### config.mk
export PLATFORM = sky130hd
export DESIGN_NAME = angular_segment_intersection
export DESIGN_NICKNAME = d
export VERILOG_FILES = /design/src/design/asi_pkg.sv /design/src/design/angular_segment_intersection.sv /design/src/design/asi_emit.sv
export SDC_FILE = /design/constraint.sdc
export NUM_CORES = 1
export LEC_CHECK = 0
export ABC_AREA = 1
export BUFFER_PORTS_ARGS = -buffer_cell sky130_fd_sc_hd__buf_2
export CORE_MARGIN = 2
export CORE_UTILIZATION = 52
export DETAILED_ROUTE_END_ITERATION = 8
export PLACE_DENSITY_LB_ADDON = 0.08
export SYNTH_ARGS = -nofsm -noshare
export SYNTH_HDL_FRONTEND = slang
export SYNTH_HIERARCHICAL = 1
export SYNTH_SLANG_ARGS = --single-unit
### constraint.sdc
create_clock -name clk -period 8.9 [get_ports clk]
set_clock_uncertainty 0.1 [all_clocks]
set_input_delay 0.89 -clock clk [delete_from_list [all_inputs] [get_ports clk]]
set_output_delay 0.89 -clock clk [all_outputs]
set_load 0.02 [all_outputs]
### src/design/asi_pkg.sv
// asi_pkg: shared types for the angular segment intersection block
// control group passed from the pipeline into the result emitter, and emitter slot codes
// no dependencies
`timescale 1ns / 1ps

package asi_pkg;

  // what the last pipeline stage hands to the emitter besides the piece data
  typedef struct packed {
    logic first_valid;  // first piece carries an intersection
    logic has_second;   // a second piece follows the first
  } asi_load_t;

  // which of the two held pieces is on the output
  typedef enum logic [1:0] {
    SLOT_FIRST  = 2'b01,
    SLOT_SECOND = 2'b10
  } asi_slot_t;

endpackage

### src/design/angular_segment_intersection.sv
// angular_segment_intersection: intersection of two angular segments as up to two pieces
// three pipeline stages feeding the asi_emit output register
// depends on asi_pkg and asi_emit
//
//   channel  dir  fields
//   s_*      in   tdata: a_start, a_width, b_start, b_width
//   m_*      out  tdata: seg_start, seg_width, seg_valid; tlast: last
//
// one input request per cycle while m_tready is high and each gives one result;
// an input with two pieces holds the output register until both pieces are taken
// an input request passes through stages 1, 2 and 3 and then the output register
// rst is synchronous and clears the stage valid bits and the emitter control
// stalls propagate back stage by stage through the ready chain; nothing is lost
`timescale 1ns / 1ps

module angular_segment_intersection
  import asi_pkg::*;
#(
  parameter int ANGLE_BITS = 16
) (
  input  logic clk,
  input  logic rst,
  input  logic s_tvalid,
  output logic s_tready,
  // a_start, a_width, b_start, b_width from bit 0 up, zero padded to bytes
  input  logic [((4*ANGLE_BITS+2+7)/8)*8-1:0] s_tdata,
  output logic m_tvalid,
  input  logic m_tready,
  // seg_start, seg_width, seg_valid from bit 0 up, zero padded to bytes
  output logic [((2*ANGLE_BITS+2+7)/8)*8-1:0] m_tdata,
  output logic m_tlast
);

  localparam int AB = ANGLE_BITS;
  localparam int W  = AB + 3;
  localparam logic signed [W-1:0] HALF = {3'b000, 1'b1, {(AB-1){1'b0}}};
  localparam logic signed [W-1:0] FULL = {2'b00, 1'b1, {AB{1'b0}}};

  // input fields
  logic [AB-1:0] a_start, b_start;
  logic [AB:0]   a_width, b_width;
  assign a_start = s_tdata[AB-1:0];
  assign a_width = s_tdata[2*AB:AB];
  assign b_start = s_tdata[3*AB:2*AB+1];
  assign b_width = s_tdata[4*AB+1:3*AB+1];

  // ready chain
  logic v1, v2, v3;
  logic rdy1, rdy2, rdy3;
  logic emit_ready;
  assign rdy3     = !v3 || emit_ready;
  assign rdy2     = !v2 || rdy3;
  assign rdy1     = !v1 || rdy2;
  assign s_tready = rdy1;

  // stage 1: full circle bypass and order by start
  logic signed [W-1:0] sa_in, wa_in, sb_in, wb_in;
  logic                byp_in;
  logic [AB-1:0]       bs_in;
  logic [AB:0]         bw_in;
  logic                byp1;
  logic [AB-1:0]       bs1;
  logic [AB:0]         bw1;
  logic signed [W-1:0] sa1, wa1, sb1, wb1;

  always_comb begin
    sa_in  = {{3{a_start[AB-1]}}, a_start};
    sb_in  = {{3{b_start[AB-1]}}, b_start};
    wa_in  = {2'b00, a_width};
    wb_in  = {2'b00, b_width};
    byp_in = a_width[AB] || b_width[AB];
    if (a_width[AB]) begin
      bs_in = b_start;
      bw_in = b_width;
    end else begin
      bs_in = a_start;
      bw_in = a_width;
    end
    if (sa_in > sb_in) begin
      sa_in = {{3{b_start[AB-1]}}, b_start};
      sb_in = {{3{a_start[AB-1]}}, a_start};
      wa_in = {2'b00, b_width};
      wb_in = {2'b00, a_width};
    end
  end

  always_ff @(posedge clk) begin
    if (rst) begin
      v1 <= 1'b0;
    end else if (rdy1) begin
      v1 <= s_tvalid;
    end
  end

  always_ff @(posedge clk) begin
    if (s_tvalid && rdy1) begin
      byp1 <= byp_in;
      bs1  <= bs_in;
      bw1  <= bw_in;
      sa1  <= sa_in;
      wa1  <= wa_in;
      sb1  <= sb_in;
      wb1  <= wb_in;
    end
  end

  // stage 2: ends, gap test and wrap past pi
  logic signed [W-1:0] ea_c, eb_c, ebf_c;
  logic                gap_c, wrap_c;
  logic                byp2, none2;
  logic [AB-1:0]       bs2;
  logic [AB:0]         bw2;
  logic signed [W-1:0] sa2, sb2, ea2, eb2;

  always_comb begin
    ea_c   = sa1 + wa1;
    eb_c   = sb1 + wb1;
    ebf_c  = eb_c - FULL;
    gap_c  = ea_c < sb1;
    wrap_c = (eb_c > HALF) && (sa1 < ebf_c);
  end

  always_ff @(posedge clk) begin
    if (rst) begin
      v2 <= 1'b0;
    end else if (rdy2) begin
      v2 <= v1;
    end
  end

  always_ff @(posedge clk) begin
    if (v1 && rdy2) begin
      byp2  <= byp1;
      bs2   <= bs1;
      bw2   <= bw1;
      none2 <= gap_c && !wrap_c;
      if (gap_c) begin
        // part past pi becomes the lower segment starting at -pi
        sa2 <= -HALF;
        ea2 <= ebf_c;
        sb2 <= sa1;
        eb2 <= ea_c;
      end else begin
        sa2 <= sa1;
        ea2 <= ea_c;
        sb2 <= sb1;
        eb2 <= eb_c;
      end
    end
  end

  // stage 3: the two candidate pieces
  logic signed [W-1:0] ne_c, nw_c, ns_c, w1_c;
  logic                p0_c, p1_c;
  logic                byp3, none3, p0_3, p1_3;
  logic [AB-1:0]       bs3;
  logic [AB:0]         bw3;
  logic [AB-1:0]       st0_3, st1_3;
  logic [AB:0]         wd0_3, wd1_3;

  always_comb begin
    ne_c = (ea2 < eb2) ? ea2 : eb2;
    nw_c = ne_c - sb2;
    p0_c = nw_c > 0;
    ns_c = eb2 - FULL;
    p1_c = ns_c > sa2;
    w1_c = ns_c - sa2;
  end

  always_ff @(posedge clk) begin
    if (rst) begin
      v3 <= 1'b0;
    end else if (rdy3) begin
      v3 <= v2;
    end
  end

  always_ff @(posedge clk) begin
    if (v2 && rdy3) begin
      byp3  <= byp2;
      bs3   <= bs2;
      bw3   <= bw2;
      none3 <= none2;
      p0_3  <= p0_c;
      p1_3  <= p1_c;
      st0_3 <= sb2[AB-1:0];
      wd0_3 <= nw_c[AB:0];
      st1_3 <= sa2[AB-1:0];
      wd1_3 <= w1_c[AB:0];
    end
  end

  // select what the emitter holds
  asi_load_t     ld;
  logic [AB-1:0] e0_start;
  logic [AB:0]   e0_width;

  always_comb begin
    ld.first_valid = 1'b0;
    ld.has_second  = 1'b0;
    e0_start       = '0;
    e0_width       = '0;
    if (byp3) begin
      ld.first_valid = 1'b1;
      e0_start       = bs3;
      e0_width       = bw3;
    end else if (none3) begin
      ld.first_valid = 1'b0;
    end else if (p0_3) begin
      ld.first_valid = 1'b1;
      ld.has_second  = p1_3;
      e0_start       = st0_3;
      e0_width       = wd0_3;
    end else if (p1_3) begin
      ld.first_valid = 1'b1;
      e0_start       = st1_3;
      e0_width       = wd1_3;
    end
  end

  asi_emit #(
    .ANGLE_BITS(ANGLE_BITS)
  ) u_emit (
    .clk      (clk),
    .rst      (rst),
    .in_valid (v3),
    .in_ready (emit_ready),
    .ctrl     (ld),
    .s0_start (e0_start),
    .s0_width (e0_width),
    .s1_start (st1_3),
    .s1_width (wd1_3),
    .m_tvalid (m_tvalid),
    .m_tready (m_tready),
    .m_tdata  (m_tdata),
    .m_tlast  (m_tlast)
  );

`ifndef SYNTHESIS
  // a stalled stage 3 keeps its item
  a_stage3_hold: assert property (@(posedge clk) disable iff (rst)
    v3 && !emit_ready |=> v3)
    else $error("stage 3 item lost under stall");

  // two pieces only come from a real intersection
  a_two_real: assert property (@(posedge clk) disable iff (rst)
    v3 && ld.has_second |-> ld.first_valid && !byp3 && !none3)
    else $error("second piece without an intersection");

  // a bypassed input always gives one valid piece
  a_bypass_one: assert property (@(posedge clk) disable iff (rst)
    v3 && byp3 |-> ld.first_valid && !ld.has_second)
    else $error("full circle case gave wrong piece count");
`endif

endmodule

### src/design/asi_emit.sv
// asi_emit: output register that holds one or two intersection pieces and
// sends them one request at a time on the master stream side
// depends on asi_pkg
`timescale 1ns / 1ps

module asi_emit
  import asi_pkg::*;
#(
  parameter int ANGLE_BITS = 16
) (
  input  logic                    clk,
  input  logic                    rst,
  input  logic                    in_valid,
  output logic                    in_ready,
  input  asi_load_t               ctrl,
  input  logic [ANGLE_BITS-1:0]   s0_start,
  input  logic [ANGLE_BITS:0]     s0_width,
  input  logic [ANGLE_BITS-1:0]   s1_start,
  input  logic [ANGLE_BITS:0]     s1_width,
  output logic                    m_tvalid,
  input  logic                    m_tready,
  // seg_start, seg_width, seg_valid from bit 0 up, zero padded to bytes
  output logic [((2*ANGLE_BITS+2+7)/8)*8-1:0] m_tdata,
  output logic                    m_tlast
);

  localparam int OUT_BITS = 2*ANGLE_BITS + 2;

  logic                  busy;
  asi_slot_t             slot;
  logic                  first_valid;
  logic                  has_second;
  logic [ANGLE_BITS-1:0] r0_start;
  logic [ANGLE_BITS:0]   r0_width;
  logic [ANGLE_BITS-1:0] r1_start;
  logic [ANGLE_BITS:0]   r1_width;
  logic                  on_last;
  logic                  take;

  // the shown piece is the final one of its input
  assign on_last  = (slot == SLOT_SECOND) || !has_second;
  assign in_ready = !busy || (m_tready && on_last);
  assign take     = in_valid && in_ready;

  // control: busy flag and slot
  always_ff @(posedge clk) begin
    if (rst) begin
      busy <= 1'b0;
      slot <= SLOT_FIRST;
    end else if (take) begin
      busy <= 1'b1;
      slot <= SLOT_FIRST;
    end else if (busy && m_tready) begin
      if (slot == SLOT_FIRST && has_second) begin
        slot <= SLOT_SECOND;
      end else begin
        busy <= 1'b0;
        slot <= SLOT_FIRST;
      end
    end
  end

  // piece payload
  always_ff @(posedge clk) begin
    if (take) begin
      first_valid <= ctrl.first_valid;
      has_second  <= ctrl.has_second;
      r0_start    <= s0_start;
      r0_width    <= s0_width;
      r1_start    <= s1_start;
      r1_width    <= s1_width;
    end
  end

  // output mux
  always_comb begin
    m_tdata = '0;
    if (slot == SLOT_SECOND) begin
      m_tdata[OUT_BITS-1:0] = {1'b1, r1_width, r1_start};
    end else begin
      m_tdata[OUT_BITS-1:0] = {first_valid, r0_width, r0_start};
    end
  end

  assign m_tvalid = busy;
  assign m_tlast  = on_last;

`ifndef SYNTHESIS
  // second slot is only reached for inputs with two pieces
  a_second_needs_two: assert property (@(posedge clk) disable iff (rst)
    busy && slot == SLOT_SECOND |-> has_second)
    else $error("emitter in second slot without a second piece");

  // a no-intersection marker always stands alone
  a_marker_alone: assert property (@(posedge clk) disable iff (rst)
    busy && !first_valid |-> !has_second)
    else $error("invalid marker followed by a second piece");

  // first piece taken with a second pending moves on to the second slot
  a_step_second: assert property (@(posedge clk) disable iff (rst)
    busy && m_tready && slot == SLOT_FIRST && has_second
    |=> busy && slot == SLOT_SECOND)
    else $error("emitter dropped the second piece");

  // a loaded item always shows on the output next cycle
  a_load_shows: assert property (@(posedge clk) disable iff (rst)
    take |=> busy && slot == SLOT_FIRST)
    else $error("loaded item not presented");
`endif

endmodule
==> flow_metrics.env <==
export IMPL_status="complete, no violations"
export IMPL_maxCapViolations=0
export IMPL_synthesis_area_um2=21100
export IMPL_drtIter0Drc=1093
export IMPL_start_util_pct=52.9
export IMPL_ys_seq_area_share_pct=54.2
export IMPL_antenna_found_initial=1
export IMPL_clkLatencyLatePin_ns=0.56
export IMPL_place_ws_ns=3.94
export IMPL_grt_use_met1_pct=37.1
export IMPL_rows=73
export IMPL_die_x_um=205
export IMPL_min_path_type="flip-flop to flip-flop"
export IMPL_gp_congestion=0.905
export IMPL_ant_nets=0
export IMPL_tightest_slew_ns=0.993
export IMPL_yosysTopAreaCell="edfxtp_1"
export IMPL_synthToLayoutAreaGrowth_pct=10.3
export IMPL_synth_area_top_cells="edfxtp_1 (54%), ha_1 (8.7%), nand2_1 (8.5%)"
export IMPL_total_power_w=0.00672
export IMPL_fmax_mhz=202
export IMPL_portBuffers=106
export IMPL_wl_per_cell_um=19.6
export IMPL_htreeDepth=2
export IMPL_dieArea_um2=42100
export IMPL_nets=2431
export IMPL_gr_max_usage_layer="met2"
export IMPL_critPathKind="flip-flop to flip-flop"
export IMPL_clock_path_buffers=3
export IMPL_wirelength_um=54000
export IMPL_grt_max_degree=96
export IMPL_grt_overflow=0
export IMPL_cpPeakStageDelay_ns=0.55
export IMPL_crit_required_ns=9.07
export IMPL_crit_path_end_kind="flip-flop"
export IMPL_crit_slowest_cell="buf_4"
export IMPL_hold_viol=0
export IMPL_grt_util_all_layers_pct=26.3
export IMPL_crit_path_frequent_cell="nand2_1"
export IMPL_max_slew_margin_rel_pct=33.7
export IMPL_layout_common_cells="nand2_1 (476), edfxtp_1 (376), inv_1 (268)"
export IMPL_cp_start_kind="flip-flop"
export IMPL_async_flop_share_pct=0
export IMPL_cts_setup_buffers=0
export IMPL_drive_above_1_share_pct=12.1
export IMPL_powerDensity_nw_per_um2=289
export IMPL_tns_ns=0
export IMPL_cts_sinks=382
export IMPL_ys_ff_latch=382
export IMPL_period_needed_ns=4.94
export IMPL_p_leak_nw=10.0
export IMPL_ctsResizeCount=0
export IMPL_grt_use_met3_pct=3.26
export IMPL_vias=14700
export IMPL_num_io_pins=119
export IMPL_grt_pass1_vias=14200
export IMPL_avgSynthCellArea_um2=10.0
export IMPL_cts_root_buf="clkbuf_16"
export IMPL_drc_errors=0
export IMPL_cts_tree="yes"
export IMPL_vias_per_cell=5.35
export IMPL_crit_chain="ha_1 > a21oi_1 > nor2_1 > nor2_1 > o21ai_0 > a21boi_0 > nand2_1 > nand2_1 > nand2_1 > ha_1 > nand3_2 > nor2_1 > o211ai_1 > nand3_1 > nand2_1 > nand2_2 > buf_4 > inv_2 > nand2_1 > o21ai_0"
export IMPL_clkTransAtPathRegs_ns=0.06
export IMPL_setup_viol=0
export IMPL_hold_ws_ns=0.314
export IMPL_cts_inserted_buffers=41
export IMPL_final_common_cell="nand2_1"
export IMPL_vdd_drop_max_v=0.000139
export IMPL_dp_hpwl_um=42000
export IMPL_drtPass1Iterations=5
export IMPL_crit_buf_inv=2
export IMPL_finalMaxSlewViolations=0
export IMPL_synth_main_ff_cell="edfxtp_1"
export IMPL_cp_max_fo=74
export IMPL_met2_usage_pct=40.7
export IMPL_synth_edff_count=376
export IMPL_die_h_um=205
export IMPL_place_inst=2687
export IMPL_rsz0062_at_grt="false"
export IMPL_synth_top_area_share_pct=53.6
export IMPL_grt_pass1_wl_um=81300
export IMPL_fp_coreArea_um2=39800
export IMPL_critPathArrivalTime_ns=5.11
export IMPL_layout_cells_non_filler=2757
export IMPL_crit_family="simple AND/OR/NAND/NOR gates"
export IMPL_fin_crit_sh_pct=55.5
export IMPL_holdBufCountCts=0
export IMPL_setup_slack_ns=3.96
export IMPL_ys_types=56
export IMPL_yosysWarnings=6
export IMPL_synthCells=2100
cells by family (layout without fill, tap and decap cells):
family | count (synthesis) | after routing | synth area share (%)
and+or+nand+nor | 760 | 760 | 15.0
xor gates and xnor gates | 36 | 36 | 1.68
muxes | 33 | 33 | 2.28
buffers and inverters | 335 | 461 | 6.84
other | 1 | 7 | 0.0178
AOI/OAI and AO/OA | 403 | 403 | 10.9
DFF | 382 | 382 | 54.2
adders and majority gates | 150 | 150 | 9.05
Yosys cell counts, types with 5 or more instances:
master,number
a21o_1,6
xnor2_1,10
nand4_1,24
nor3_1,10
a22oi_1,33
a21oi_2,6
buf_4,12
mux2_4,29
nand3_1,72
buf_2,7
nand2_2,13
nand3b_1,7
buf_6,17
xor2_1,21
o21ai_1,71
xor2_2,5
ha_1,146
clkbuf_1,24
o21ai_2,20
inv_1,271
a21oi_1,121
dfxtp_1,6
nand2_1,476
edfxtp_1,376
o21ai_0,121
nor2_1,139
layout make-up:
| class | instances | area [um^2] |
|---|---|---|
| inverter | 275 | 1040 |
| multi-input combinational | 1388 | 8250 |
| clock buffer | 50 | 1060 |
| clock inverter | 19 | 188 |
| antenna | 1 | 2.50 |
| timing repair buffer | 117 | 613 |
| tap | 525 | 657 |
| fill | 3522 | 16600 |
| sequential | 382 | 11400 |
sequential cells by signal, summed over array words and instances (netlist names), 17 cells and up:
register and flops:
ea2 19, bw2 17, wd1_3 17, bw1 17
wd0_3 17, bw3 17, eb2 19, wa1 17
u_emit/r1_width 17, wb1 17, u_emit/r0_width 17
path summary, 6_finish.rpt:
| check | cells after the start | endpoint | start | slack [ns] |
|---|---|---|---|---|
| min | 0 | bw2[10]$_DFFE_PP_ | bw1[10]$_DFFE_PP_ | 0.31 |
| min reg2reg | 0 | bw2[10]$_DFFE_PP_ | bw1[10]$_DFFE_PP_ | 0.31 |
| max reg2reg | 20 | eb2[17]$_DFFE_PP_ | sa1[8]$_DFFE_PP_ | 3.96 |
| max | 20 | eb2[17]$_DFFE_PP_ | sa1[8]$_DFFE_PP_ | 3.96 |
report_power, final:
group | internal, W | leakage (nW) | total, W | switching, W
combinational | 0.000862 | 5.85 | 0.00263 | 0.00177
sequential | 0.00233 | 3.59 | 0.00247 | 0.000140
clock | 0.000934 | 0.597 | 0.00162 | 0.000685
metal layers:
layer,vias to the layer above,wire (um),share of wire [%]
met5,-,0,0
met3,102,2720,5.0
li1,7406,-,-
met4,0,2630,4.9
met2,373,24200,45
met1,6856,24400,45
stage by stage:
step / area [um^2] / utilization [%]
2_1_floorplan: 21100 / -
3_3_place_gp: 22000 / 55.2
3_5_place_dp: 22000 / 55.2
4_1_cts: 23200 / 58.3
5_1_grt: 23200 / 58.3
6_report: 23200 / 58.3
Note: power is estimated with default switching activity, not from simulation.
